File: config.mk
export PLATFORM = sky130hd
export DESIGN_NAME = usb_endpoint_transfer_segmenter_core_flat
export DESIGN_NICKNAME = d
export VERILOG_FILES = /design/src/rtl/uets_pkg.sv /design/src/rtl/uets_in_if.sv /design/src/rtl/uets_out_if.sv /design/src/rtl/uets_ctx_mem.sv /design/src/rtl/uets_step.sv /design/src/rtl/usb_endpoint_transfer_segmenter_core.sv /design/src/flat_wrapper.sv
export SDC_FILE = /design/constraint.sdc
export NUM_CORES = 1
export LEC_CHECK = 0
export BUFFER_PORTS_ARGS = -buffer_cell sky130_fd_sc_hd__buf_4
export CAP_MARGIN = 0
export CELL_PAD_IN_SITES_DETAIL_PLACEMENT = 0
export CELL_PAD_IN_SITES_GLOBAL_PLACEMENT = 1
export CORE_ASPECT_RATIO = 1.75
export CORE_MARGIN = 2
export CORE_UTILIZATION = 52
export CTS_BUF_LIST = sky130_fd_sc_hd__clkbuf_2
export CTS_CLUSTER_DIAMETER = 30
export DETAILED_ROUTE_END_ITERATION = 8
export PLACE_DENSITY_LB_ADDON = 0.2
export SLEW_MARGIN = 20
export SYNTH_ARGS = -nofsm -noshare
export SYNTH_HDL_FRONTEND = slang
export SYNTH_SLANG_ARGS = --single-unit
export TNS_END_PERCENT = 5
File: constraint.sdc
create_clock -name clk -period 9.75 [get_ports clk]
set_input_delay 0.4875 -clock clk [delete_from_list [all_inputs] [get_ports clk]]
set_output_delay 0.4875 -clock clk [all_outputs]
set_load 0.01 [all_outputs]
File: src/rtl/uets_pkg.sv
`timescale 1ns / 1ps
// ----------------------------------------------------------------------------
// uets_pkg
// Shared constants, types and helpers of the endpoint transfer segmenter.
// ----------------------------------------------------------------------------
package uets_pkg;

  localparam int ENDPOINTS = 10;
  localparam int SLOTS     = ENDPOINTS + 1;
  localparam int SLOT_W    = $clog2(SLOTS);
  localparam int LEN_W     = 16;
  localparam int PKT_W     = 11;
  localparam int EP_W      = 4;

  // slot that holds the endpoint 0 IN context
  localparam logic [SLOT_W-1:0] EP0_IN_SLOT = SLOT_W'(ENDPOINTS);

  // event codes
  localparam logic [1:0] MODE_START = 2'd0;
  localparam logic [1:0] MODE_OUT   = 2'd1;
  localparam logic [1:0] MODE_TX    = 2'd2;
  localparam logic [1:0] MODE_RSV   = 2'd3;

  typedef struct packed {
    logic [1:0]       mode;
    logic [EP_W-1:0]  endpoint;
    logic             direction_in;
    logic [LEN_W-1:0] transfer_len;
    logic [PKT_W-1:0] max_packet;
    logic [PKT_W-1:0] packet_bytes;
  } item_t;

  typedef struct packed {
    logic [PKT_W-1:0] move_bytes;
    logic [LEN_W-1:0] buffer_offset;
    logic             send_packet;
    logic             transfer_done;
    logic [LEN_W-1:0] done_length;
    logic             done_direction_in;
  } res_t;

  typedef struct packed {
    logic [LEN_W-1:0] total;
    logic [LEN_W-1:0] done;
    logic [PKT_W-1:0] psize;
  } ctx_t;

  // context slot an event works on
  function automatic logic [SLOT_W-1:0] slot_of(input item_t it);
    logic ep0;
    ep0 = (it.endpoint == '0);
    if (ep0 && ((it.mode == MODE_TX) || ((it.mode == MODE_START) && it.direction_in))) begin
      return EP0_IN_SLOT;
    end
    return SLOT_W'(it.endpoint);
  endfunction

endpackage

File: src/rtl/uets_in_if.sv
`timescale 1ns / 1ps
// ----------------------------------------------------------------------------
// uets_in_if
// Event channel: valid/ready handshake with the event payload.
// ----------------------------------------------------------------------------
interface uets_in_if;
  import uets_pkg::*;

  logic             valid;
  logic             ready;
  logic [1:0]       mode;
  logic [EP_W-1:0]  endpoint;
  logic             direction_in;
  logic [LEN_W-1:0] transfer_len;
  logic [PKT_W-1:0] max_packet;
  logic [PKT_W-1:0] packet_bytes;

  modport source (
    output valid, mode, endpoint, direction_in, transfer_len, max_packet, packet_bytes,
    input  ready
  );
  modport sink (
    input  valid, mode, endpoint, direction_in, transfer_len, max_packet, packet_bytes,
    output ready
  );
endinterface

File: src/rtl/uets_out_if.sv
`timescale 1ns / 1ps
// ----------------------------------------------------------------------------
// uets_out_if
// Result channel: valid/ready handshake with the result payload.
// ----------------------------------------------------------------------------
interface uets_out_if;
  import uets_pkg::*;

  logic             valid;
  logic             ready;
  logic [PKT_W-1:0] move_bytes;
  logic [LEN_W-1:0] buffer_offset;
  logic             send_packet;
  logic             transfer_done;
  logic [LEN_W-1:0] done_length;
  logic             done_direction_in;

  modport source (
    output valid, move_bytes, buffer_offset, send_packet, transfer_done, done_length,
           done_direction_in,
    input  ready
  );
  modport sink (
    input  valid, move_bytes, buffer_offset, send_packet, transfer_done, done_length,
           done_direction_in,
    output ready
  );
endinterface

File: src/rtl/uets_ctx_mem.sv
`timescale 1ns / 1ps
// ----------------------------------------------------------------------------
// uets_ctx_mem
// Transfer context memory, one read and one write port, registered read.
// Per-slot valid bits make unwritten slots read as zero after reset.
// ----------------------------------------------------------------------------
module uets_ctx_mem
  import uets_pkg::*;
(
  input  logic                         clk,
  input  logic                         rst,
  input  logic [uets_pkg::SLOT_W-1:0]  raddr,
  output uets_pkg::ctx_t               rdata,
  input  logic                         we,
  input  logic [uets_pkg::SLOT_W-1:0]  waddr,
  input  uets_pkg::ctx_t               wdata
);

  ctx_t             mem [SLOTS];
  logic [SLOTS-1:0] vld;
  ctx_t             rd_q;
  logic             rd_vld;

  // storage write
  always_ff @(posedge clk) begin
    if (we) begin
      mem[waddr] <= wdata;
    end
  end

  // valid bits, cleared by reset
  always_ff @(posedge clk) begin
    if (rst) begin
      vld <= '0;
    end else if (we) begin
      vld[waddr] <= 1'b1;
    end
  end

  // registered read
  always_ff @(posedge clk) begin
    rd_q   <= mem[raddr];
    rd_vld <= vld[raddr];
  end

  assign rdata = rd_vld ? rd_q : '0;

endmodule

File: src/rtl/uets_step.sv
`timescale 1ns / 1ps
// ----------------------------------------------------------------------------
// uets_step
// Context update: computes the result of one event and the new context.
// ----------------------------------------------------------------------------
module uets_step
  import uets_pkg::*;
(
  input  uets_pkg::item_t  item,
  input  uets_pkg::ctx_t   ctx_rd,
  output uets_pkg::res_t   res,
  output logic             wr_en,
  output uets_pkg::ctx_t   ctx_wr
);

  ctx_t             start_ctx;
  ctx_t             rel_src;
  logic [LEN_W-1:0] rel_remain;
  logic [PKT_W-1:0] rel_len;
  logic [LEN_W-1:0] rel_done;
  logic             ep_ok;

  // packet release on either the freshly armed or the stored context
  always_comb begin
    start_ctx.total = item.transfer_len;
    start_ctx.done  = '0;
    start_ctx.psize = item.max_packet;
    rel_src         = (item.mode == MODE_START) ? start_ctx : ctx_rd;
    rel_remain      = rel_src.total - rel_src.done;
    if (rel_remain > LEN_W'(rel_src.psize)) begin
      rel_len = rel_src.psize;
    end else begin
      rel_len = rel_remain[PKT_W-1:0];
    end
    rel_done = rel_src.done + LEN_W'(rel_len);
  end

  assign ep_ok = (32'(item.endpoint) < ENDPOINTS);

  // event decode
  always_comb begin
    logic [PKT_W-1:0] cnt;
    logic [LEN_W-1:0] out_done;
    logic [PKT_W-1:0] out_move;
    res      = '0;
    wr_en    = 1'b0;
    ctx_wr   = ctx_rd;
    cnt      = item.packet_bytes;
    out_done = ctx_rd.done;
    out_move = '0;
    if (ep_ok) begin
      unique case (item.mode)
        MODE_START: begin
          wr_en  = 1'b1;
          ctx_wr = start_ctx;
          if (item.direction_in) begin
            ctx_wr.done       = rel_done;
            res.move_bytes    = rel_len;
            res.send_packet   = 1'b1;
          end
        end
        MODE_OUT: begin
          // clamp the received count to what remains
          if ((cnt != '0) && (ctx_rd.total != '0)) begin
            if (LEN_W'(cnt) > rel_remain) begin
              cnt = rel_remain[PKT_W-1:0];
            end
            out_move = cnt;
            out_done = ctx_rd.done + LEN_W'(cnt);
          end
          wr_en             = 1'b1;
          ctx_wr.done       = out_done;
          res.move_bytes    = out_move;
          res.buffer_offset = ctx_rd.done;
          if ((cnt < ctx_rd.psize) || (out_done == ctx_rd.total)) begin
            res.transfer_done = 1'b1;
            res.done_length   = (item.endpoint == '0) ? ctx_rd.total : out_done;
          end
        end
        MODE_TX: begin
          if (ctx_rd.total != ctx_rd.done) begin
            wr_en             = 1'b1;
            ctx_wr.done       = rel_done;
            res.move_bytes    = rel_len;
            res.buffer_offset = ctx_rd.done;
            res.send_packet   = 1'b1;
          end else begin
            res.buffer_offset     = ctx_rd.done;
            res.transfer_done     = 1'b1;
            res.done_length       = ctx_rd.total;
            res.done_direction_in = 1'b1;
          end
        end
        MODE_RSV: begin
          wr_en = 1'b0;
        end
      endcase
    end
  end

endmodule

File: src/rtl/usb_endpoint_transfer_segmenter_core.sv
`timescale 1ns / 1ps
// ----------------------------------------------------------------------------
// usb_endpoint_transfer_segmenter_core
// Per-endpoint transfer length tracking and IN/OUT packet segmentation.
// ----------------------------------------------------------------------------
// Usage:
//   in_ch carries one event per transfer: start, OUT packet received or IN
//   bank ready. out_ch returns exactly one result per event: bytes to move,
//   buffer offset, packet release and completion report.
//   Contexts (total, done, packet size) sit in a small synchronous memory
//   with one slot per endpoint plus one for endpoint 0 IN.
// Sequencing:
//   an event is read out of the context memory on the cycle it is accepted,
//   then updated and written back, with its result registered on out_ch,
//   once the output register is free; in_ch.ready stays low until then, so
//   a new event is taken only after the previous one is written back.
// Reset:
//   rst clears the handshake state and marks all contexts as zero.
// Stall:
//   a result waits in the output register while out_ch.ready is low; one
//   further event is taken meanwhile and holds in the update stage until
//   the output register frees.
// ----------------------------------------------------------------------------
module usb_endpoint_transfer_segmenter_core
  import uets_pkg::*;
(
  input  logic clk,
  input  logic rst,
  uets_in_if.sink    in_ch,
  uets_out_if.source out_ch
);

  localparam logic ST_IDLE = 1'b0;
  localparam logic ST_CALC = 1'b1;

  logic              state;
  logic              state_next;
  item_t             item_in;
  item_t             item;
  logic [SLOT_W-1:0] raddr;
  ctx_t              ctx_rd;
  ctx_t              ctx_wr;
  res_t              res;
  res_t              out_q;
  logic              out_valid;
  logic              upd_en;
  logic              wr_en;
  logic              accept;
  logic              load;

  // input payload
  always_comb begin
    item_in.mode         = in_ch.mode;
    item_in.endpoint     = in_ch.endpoint;
    item_in.direction_in = in_ch.direction_in;
    item_in.transfer_len = in_ch.transfer_len;
    item_in.max_packet   = in_ch.max_packet;
    item_in.packet_bytes = in_ch.packet_bytes;
  end

  assign in_ch.ready = (state == ST_IDLE);
  assign accept      = in_ch.valid && in_ch.ready;
  assign load        = (state == ST_CALC) && (!out_valid || out_ch.ready);
  assign upd_en      = load && wr_en;

  // hold the event under work
  always_ff @(posedge clk) begin
    if (accept) begin
      item <= item_in;
    end
  end

  // read the context of the incoming event, or keep reading the held one
  assign raddr = accept ? slot_of(item_in) : slot_of(item);

  uets_ctx_mem u_mem (
    .clk   (clk),
    .rst   (rst),
    .raddr (raddr),
    .rdata (ctx_rd),
    .we    (upd_en),
    .waddr (slot_of(item)),
    .wdata (ctx_wr)
  );

  uets_step u_step (
    .item   (item),
    .ctx_rd (ctx_rd),
    .res    (res),
    .wr_en  (wr_en),
    .ctx_wr (ctx_wr)
  );

  // control sequence
  always_comb begin
    state_next = state;
    unique case (state)
      ST_IDLE: if (accept) state_next = ST_CALC;
      ST_CALC: if (load) state_next = ST_IDLE;
    endcase
  end

  always_ff @(posedge clk) begin
    if (rst) begin
      state <= ST_IDLE;
    end else begin
      state <= state_next;
    end
  end

  // output register
  always_ff @(posedge clk) begin
    if (rst) begin
      out_valid <= 1'b0;
    end else if (load) begin
      out_valid <= 1'b1;
    end else if (out_ch.ready) begin
      out_valid <= 1'b0;
    end
  end

  always_ff @(posedge clk) begin
    if (load) begin
      out_q <= res;
    end
  end

  assign out_ch.valid             = out_valid;
  assign out_ch.move_bytes        = out_q.move_bytes;
  assign out_ch.buffer_offset     = out_q.buffer_offset;
  assign out_ch.send_packet       = out_q.send_packet;
  assign out_ch.transfer_done     = out_q.transfer_done;
  assign out_ch.done_length       = out_q.done_length;
  assign out_ch.done_direction_in = out_q.done_direction_in;

  // checks
  a_accept_to_calc: assert property (@(posedge clk) disable iff (rst)
    accept |=> (state == ST_CALC))
    else $error("accepted event did not enter update stage");

  a_load_gives_result: assert property (@(posedge clk) disable iff (rst)
    load |=> out_ch.valid)
    else $error("update stage finished without a result");

  a_write_only_on_load: assert property (@(posedge clk) disable iff (rst)
    upd_en |-> (state == ST_CALC) && !accept)
    else $error("context written outside update stage");

  a_no_accept_while_busy: assert property (@(posedge clk) disable iff (rst)
    (state == ST_CALC) && !load |=> !in_ch.ready)
    else $error("new event taken while one is still pending");

endmodule

File: src/flat_wrapper.sv
// flat-port wrapper written by rule: the top's interface ports become plain ports
module usb_endpoint_transfer_segmenter_core_flat import uets_pkg::*;
  (clk, rst, in_ch_valid, in_ch_mode, in_ch_endpoint, in_ch_direction_in, in_ch_transfer_len, in_ch_max_packet, in_ch_packet_bytes, in_ch_ready, out_ch_valid, out_ch_move_bytes, out_ch_buffer_offset, out_ch_send_packet, out_ch_transfer_done, out_ch_done_length, out_ch_done_direction_in, out_ch_ready);
  uets_in_if in_ch_i ();
  uets_out_if out_ch_i ();
  input  logic clk;
  input  logic rst;
  input wire logic [$bits(in_ch_i.valid)-1:0] in_ch_valid;
  input wire logic [$bits(in_ch_i.mode)-1:0] in_ch_mode;
  input wire logic [$bits(in_ch_i.endpoint)-1:0] in_ch_endpoint;
  input wire logic [$bits(in_ch_i.direction_in)-1:0] in_ch_direction_in;
  input wire logic [$bits(in_ch_i.transfer_len)-1:0] in_ch_transfer_len;
  input wire logic [$bits(in_ch_i.max_packet)-1:0] in_ch_max_packet;
  input wire logic [$bits(in_ch_i.packet_bytes)-1:0] in_ch_packet_bytes;
  output wire logic [$bits(in_ch_i.ready)-1:0] in_ch_ready;
  output wire logic [$bits(out_ch_i.valid)-1:0] out_ch_valid;
  output wire logic [$bits(out_ch_i.move_bytes)-1:0] out_ch_move_bytes;
  output wire logic [$bits(out_ch_i.buffer_offset)-1:0] out_ch_buffer_offset;
  output wire logic [$bits(out_ch_i.send_packet)-1:0] out_ch_send_packet;
  output wire logic [$bits(out_ch_i.transfer_done)-1:0] out_ch_transfer_done;
  output wire logic [$bits(out_ch_i.done_length)-1:0] out_ch_done_length;
  output wire logic [$bits(out_ch_i.done_direction_in)-1:0] out_ch_done_direction_in;
  input wire logic [$bits(out_ch_i.ready)-1:0] out_ch_ready;
  assign in_ch_i.valid = in_ch_valid;
  assign in_ch_i.mode = in_ch_mode;
  assign in_ch_i.endpoint = in_ch_endpoint;
  assign in_ch_i.direction_in = in_ch_direction_in;
  assign in_ch_i.transfer_len = in_ch_transfer_len;
  assign in_ch_i.max_packet = in_ch_max_packet;
  assign in_ch_i.packet_bytes = in_ch_packet_bytes;
  assign in_ch_ready = in_ch_i.ready;
  assign out_ch_valid = out_ch_i.valid;
  assign out_ch_move_bytes = out_ch_i.move_bytes;
  assign out_ch_buffer_offset = out_ch_i.buffer_offset;
  assign out_ch_send_packet = out_ch_i.send_packet;
  assign out_ch_transfer_done = out_ch_i.transfer_done;
  assign out_ch_done_length = out_ch_i.done_length;
  assign out_ch_done_direction_in = out_ch_i.done_direction_in;
  assign out_ch_i.ready = out_ch_ready;
  usb_endpoint_transfer_segmenter_core u_core (.clk(clk), .rst(rst), .in_ch(in_ch_i), .out_ch(out_ch_i));
endmodule
* Word-level counts from Yosys, hierarchy flattened
Memories as Yosys holds them, arrays and structs flattened. A register that Yosys moved wholly into a read port is not among the register bits. Cells that the tools add are included.
Cells by class: multiplexer cells 50, bitwise gates (word level) 2, add/subtract/negate cells 3, reduce and logical (&&, ||, !) cells 25, eq/ne operators 6, $lt $le $gt $ge 7
Operators by type and width (number):
- $mux W11 | 12
- $mux W43 | 3
- $mux W16 | 7
- $pmux W16 S3 | 1
- $pmux W17 S2 | 1
- $pmux W11 S3 | 1
- $add A16 B11 Y16 | 2
- $mux W4 | 5
- $mux W18 | 1
- $mux W17 | 1
- $eq A16 B16 Y1 | 1
- $gt A11 B16 Y1 | 1
- $gt A16 B11 Y1 | 1
- $ne A16 B16 Y1 | 1
- $reduce_bool A16 Y1 | 1
- $sub A16 B16 Y16 | 1
- $mux W1 | 13
- $lt A11 B11 Y1 | 1
- $or A11 B11 Y11 | 1
- $reduce_bool A11 Y1 | 1
- $lt A4 B5 Y1 const B | 2
- $logic_and A1 B1 Y1 | 9
- $logic_not A4 Y1 | 2
- $eq A2 B2 Y1 const B | 3
- other kinds (14) | 21
Storage, ports and cells: flip-flop bits (word level) 105, word-level logic and storage cells 110, memory bits (writable) 473, memories kept 1
Memory list:
- u_core.u_mem.mem | words 11, bits a word 43, read ports 1, clocked after memory_dff 1, write ports 1, line uets_ctx_mem.sv:19 | ctx_t mem [SLOTS];

* Longest topological paths before layout
depth in word-level cells 16, mapped depth 42

* By module
A second synthesis with hierarchy kept.
Second synthesis, totals: cell total of the unflattened synthesis 2097, area total of the unflattened synthesis 29002.8 um^2
By module, submodules not included:
- uets_ctx_mem | seq. area each 15304.7 um^2, cells each 1125, instances 1, area each 20284.5 um^2
- uets_step | seq. area each 0.0 um^2, cells each 854, instances 1, area each 5770.5 um^2
- usb_endpoint_transfer_segmenter_core | seq. area each 2772.7 um^2, cells each 118, instances 1, area each 2947.8 um^2

* Worst setup path after synthesis
Ideal clock, no wire load.
kind reg2reg, from register u_core.u_mem.rd_vld, to register u_core.out_q, in the netlist u_core.out_ch.done_length[2] (data pin), buffers on the path 6, library setup time 262 ps, period minus slack after synthesis 8478 ps, stages on the path, launching flop included 39, data required time 9488 ps, arrival time 8217 ps, setup slack 1272 ps, path through dfxtp_1 > buf_2 > clkbuf_1 > clkbuf_1 > clkbuf_1 > nand2_1 > or2_2 > ha_1 > a21oi_1 > nand2_1 > a221o_1 > a21o_1 > a21oi_1 > o21ai_0 > a21oi_1 > xnor2_1 > inv_1 > ha_1 > (+3 left out) > a31oi_1 > nand3_1 > clkbuf_1 > clkbuf_1 > o21ai_0 > ha_1 > fa_1 > a21o_1 > a221o_1 > o32ai_1 > xnor2_1 > o21ai_0 > a21oi_1 > nor4_1 > a41o_2 > a311oi_4 > nor3_1 > o21bai_1
Between the ends: longest elaborated chain between the ends 16, elaborated cells between the ends (all ways) 25, those cells by class add/sub: 2; order compare: 2; eq/ne: 2; mux: 16; reduce/logical: 3
RTL lines:
- from (decl) | line uets_ctx_mem.sv:22 | logic rd_vld;
- from (signal assigned) | line uets_ctx_mem.sv:43 | rd_vld <= vld[raddr];
- $mux W43 * | line uets_ctx_mem.sv:46 | assign rdata = rd_vld ? rd_q : '0;
- $mux W43 | line uets_step.sv:28 | rel_src = (item.mode == MODE_START) ? start_ctx : ctx_rd;
- $sub A16 B16 Y16 | line uets_step.sv:29 | rel_remain = rel_src.total - rel_src.done;
- $gt A11 B16 Y1 | line uets_step.sv:65 | if (LEN_W'(cnt) > rel_remain) begin
- $mux W11 | line uets_step.sv:65
- $mux W11 | line uets_step.sv:64 | if ((cnt != '0) && (ctx_rd.total != '0)) begin
- $mux W11 | line uets_step.sv:52 | unique case (item.mode)
- $mux W11 | line uets_step.sv:51 | if (ep_ok) begin
- $add A16 B11 Y16 | line uets_step.sv:69 | out_done = ctx_rd.done + LEN_W'(cnt);
- $mux W16 | line uets_step.sv:64
- $mux W16 | line uets_step.sv:52
- $mux W16 | line uets_step.sv:51
- $eq A16 B16 Y1 | line uets_step.sv:75 | if ((cnt < ctx_rd.psize) || (out_done == ctx_rd.total)) begin
- $logic_or A1 B1 Y1 | line uets_step.sv:75
- $mux W17 | line uets_step.sv:75
- $pmux W17 S2 * | line uets_step.sv:52
- to (signal assigned) | line usb_endpoint_transfer_segmenter_core.sv:124 | out_q <= res;
- to (decl) | line usb_endpoint_transfer_segmenter_core.sv:44 | res_t out_q;
Every way passes the cells marked *; elsewhere a longest branch is shown, timed or not. The select of a mux whose other input is x is not followed. A chain may end at the register's enable or synchronous reset.

* Worst setup path after layout
from register, netlist name u_core.item[43], to register u_core.out_q, in the netlist u_core.out_ch.done_length[4] (data pin)
Between the ends: longest elaborated chain between the ends 16, elaborated cells between the ends (all ways) 23, those cells by class add/sub: 2; order compare: 2; eq/ne: 3; mux: 14; reduce/logical: 2
RTL lines (line):
- $logic_not A2 Y1 | uets_step.sv:28
- $mux W43 | uets_step.sv:28
- $sub A16 B16 Y16 | uets_step.sv:29
- $gt A11 B16 Y1 | uets_step.sv:65
- $mux W11 | uets_step.sv:65
- $mux W11 | uets_step.sv:64
- $mux W11 | uets_step.sv:52
- $mux W11 | uets_step.sv:51
- $add A16 B11 Y16 | uets_step.sv:69
- $mux W16 | uets_step.sv:64
- $mux W16 | uets_step.sv:52
- $mux W16 | uets_step.sv:51
- $eq A16 B16 Y1 | uets_step.sv:75
- $logic_or A1 B1 Y1 | uets_step.sv:75
- $mux W17 | uets_step.sv:75
- $pmux W17 S2 * | uets_step.sv:52
Marks and branches as above.

==> implementation parameters <==
Parameter                              Value

Routing
  WL/cell    between 20 and 30 um
  Number of iterations in the first detailed-routing pass    6
  Via density per instance    approximately 6
  DRC violations left    0
  Number of nets still failing antenna checks after routing    0
  Aggregate routed wire length    roughly 91 mm
  Total number of vias    between 20k and 25k
  DR iter-0 viols    approximately 1.7k

Worst setup path
  Register-to-register setup slack    between 0.6 and 0.7 ns
  End of the worst register-to-register path    u_core.out_ch.done_length[4]
  Number of cells traversed by the worst register-to-register path    35
  Max FO, Critical Path    26
  Crit path largest cell delay    ~0.66 ns
  CP Class    reg -> reg
  Critical Path End Type    flip-flop
  Startpoint of the most critical register-to-register path    u_core.item[43]
  Worst path arrival time    between 10 and 15 ns
  Cell with the biggest individual delay on the critical path    a211oi_1
  Setup crit start kind    flip-flop
  Req. time, crit path    between 10 and 15 ns

Clocking
  Clk root buf    clkbuf_2
  CTS tree    yes
  TritonCTS Sinks    a little over 600
  Clock-pin slew on the worst setup and hold paths    about 0.10 ns
  Total number of H-tree levels    4
  Source-to-sink clock delay at the later pin of the worst-skew pair    roughly 1.2 ns
  TritonCTS buffer count    138
  Number of post-CTS setup repair buffers    0
  Clock Path Buffers    3

Global route
  Number of antenna violations at the first check in global routing    3
  Number of global-route vias before repair    between 20k and 25k
  Grt total ovfl    0
  Wire length of the first global-routing pass    between 100 and 150 mm
  Largest net degree at the start of global routing    around 150
  GRT Resource Usage Total    0.323

Worst hold path
  Startpoint of the most critical hold path    rst
  Number of cells traversed by the worst hold path    3
  Hold path endpoint    u_core.u_mem.vld[0]
  Worst min-delay path category    in -> reg

Finish
  Fin util    0.599
  Number of fill cells in the layout    about 4.4k
  Final std cells w/o fill    3493
  Post-synthesis to final-layout area growth    13.7%
  Final nets    about 2.8k
  Layout cells sized above 1    0.156
  Area used by multi-input combinational logic    ~0.0093 mm2
  Sequential cell area    0.0181 mm2

Placed design
  Worst slack at placement    between 0.8 and 0.9 ns
  Post-placement cell count    3154
  DP Wirelength    between 60 and 70 mm
  Final weighted congestion in routability-driven placement    between 1 and 1.5
  Count of buffers inserted at the top-level ports    96

Timing
  Final period utilization    0.933
  Hold Vio Cnt, Final    0
  Setup repair after global routing missed its margin    no
  Crit path setup slack, layout    about 0.65 ns
  Achievable clock frequency    110 MHz
  Tightest Pin Transition    1.15 ns
  Final setup violation count    0
  Final hold slack    ~0.13 ns
  Final slew viol count    0
  Post-route minimum period    roughly 9.1 ns
  Remaining max-slew budget at the tightest pin    0.228
  Sum Neg Setup Slack    0 ns
  Fin Clk Skew    roughly 0.13 ns

Floorplan
  Area of the die    0.0561 mm2
  Top-level I/O count    97
  Floorplan die width    180 um
  Starting Density    0.527
  Std-Cell Core Area    0.0534 mm2
  Die outline height    ~310 um
  Floorplan row count    112

Synth
  Syn Area/Cell    between 10 and 15 um2
  Synth unique cells    77
  Sequential share of the synthesized area    0.642
  Count of flip-flops with a built-in enable after synthesis    between 500 and 600
  Most used DFF post-synth    edfxtp_1
  Flip-flop and latch count after synthesis    621
  Nets in the synthesized netlist    around 2.6k
  Synthesized area    about 0.028 mm2
  Synthesis Warnings    0
  Share of async-settable or async-resettable flops after synthesis    0
  Post-Synthesis Cells    roughly 2.5k

Outcome
  Status    completed

Pwr
  Worst ir drop on vdd    0.000177 V
  P per Cell Area    187 mW/mm2
  Leakage    roughly 12 nW

Job
  Total of max-cap violations    0
-- flip-flops by register name (all words and copies together) (netlist names), 11 cells and up --
name and cells:
u_core.item 45, u_core.out_ch.buffer_offset 16, u_core.out_ch.done_length 16, u_core.out_ch.move_bytes 11, u_core.u_mem.mem 473, u_core.u_mem.rd_q 43, u_core.u_mem.vld 11
-- report_power, final --
group          leakage (nW)  switching [mW]  total (mW)  internal (mW)
registers              5.70          0.0954        3.10           3.00
clock network          1.02           0.990        1.72          0.728
logic                  5.38           0.776        1.17          0.390
total                  12.1            1.86        5.98           4.12
-- cells in the final DEF (no fill, tap or decap), types with 7 or more instances in the layout --
master,count
nand2_1,570
edfxtp_1,564
clkbuf_2,208
a21oi_1,196
buf_4,150
nor2_1,107
nand3_1,103
dlygate4sd3_1,90
a311oi_1,87
o21ai_0,85
inv_1,80
ha_1,73
dfxtp_1,56
and3_1,48
xnor2_1,37
clkinv_1,21
xor2_1,20
o21ai_1,15
nand2b_1,14
nand4_1,14
or2_2,14
a21o_1,13
nor3_1,13
mux2i_1,13
a211oi_1,12
a22o_1,12
o22ai_1,11
a31oi_1,9
a2bb2oi_1,9
nor2_4,9
o2bb2ai_1,9
nor2b_1,8
nor4_1,8
o21bai_1,7
-- worst max-delay path by stage --
stage	startpoint	to	slack (ns)	cells past startpoint
after CTS	u_core.item[43]	u_core.out_ch.done_length[10]	0.82	35
after detailed placement	u_core.item[44]	u_core.out_ch.done_length[3]	0.85	35
after floorplan	u_core.u_mem.rd_vld	u_core.out_ch.done_length[2]	1.27	38
after global routing	u_core.item[43]	u_core.out_ch.done_length[4]	0.11	34
final	u_core.item[43]	u_core.out_ch.done_length[4]	0.65	35
after global placement	u_core.item[43]	u_core.out_ch.done_length[10]	0.97	35
-- cells by family (layout without fill, tap and decap cells) --
kind of cell,count (synthesis),in the layout,share of synthesized area
AND/OR/NAND/NOR,929,929,0.142
flip-flops,621,621,0.642
AO/OA/AOI/OAI,531,531,0.123
buffers and inverters,221,569,0.0309
adder cells (fa/ha/maj),77,77,0.0350
XOR/XNOR,58,58,0.0181
multiplexers,21,21,0.00814
other,0,3,0
-- timing repair --
| item | 4_1_cts | 5_1_grt |
|---|---|---|
| hold buffers | 90 | 0 |
| gates resized for setup | 0 | 0 |
| hold endpoints to repair | 62 | 0 |
| endpoints found under the setup margin | 0 | 0 |
-- metrics by stage --
stage                     power, mW  area [um2]
final                          5.98       32000
after global placement         4.24       29700
after global routing           6.23       32000
after detailed placement       4.26       29700
after CTS                      5.99       32000
after floorplan                3.82       28100
-- synthesized netlist by cell type, types with 20 or more instances --
cell type  instances  share of area
nand2_1          570          0.076
edfxtp_1         564           0.60
a21oi_1          198          0.035
nor2_1           115          0.015
nand3_1          103          0.018
clkbuf_1         100          0.013
o21ai_0           99          0.018
a311oi_1          87          0.027
inv_1             81          0.011
ha_1              74          0.033
dfxtp_1           57          0.041
and3_1            48          0.011
xnor2_1           38          0.012
buf_1             20         0.0027
xor2_1            20         0.0062
-- per-layer routing --
layer | up-vias | global-route usage | wire length (um)
li1 | 9562 | - | -
met1 | 10200 | 0.360 | 32300
met2 | 968 | 0.549 | 45400
met3 | 283 | 0.0582 | 5960
met4 | 0 | 0.242 | 7240
met5 | - | 0 | 0
-- critical path: cells and delay by family, from the launching register on --
family          cells  cell delay [ns]
compound gates     17             4.11
xor+xnor            1             0.18
fa+ha+maj           4             1.59
buf+inv             5             1.10
flops               1             0.43
simple gates        8             1.40
-- cell type report --
class / instances / area share
clock buffers: 208 / 0.0325
diodes: 3 / 0.000235
clock inverters: 38 / 0.0101
flip-flops and latches: 621 / 0.565
inverters: 82 / 0.00962
well taps: 684 / 0.0267
repair buffers: 241 / 0.0640
multi-input cells: 1616 / 0.292
Note: power is estimated with default switching activity, not from simulation.
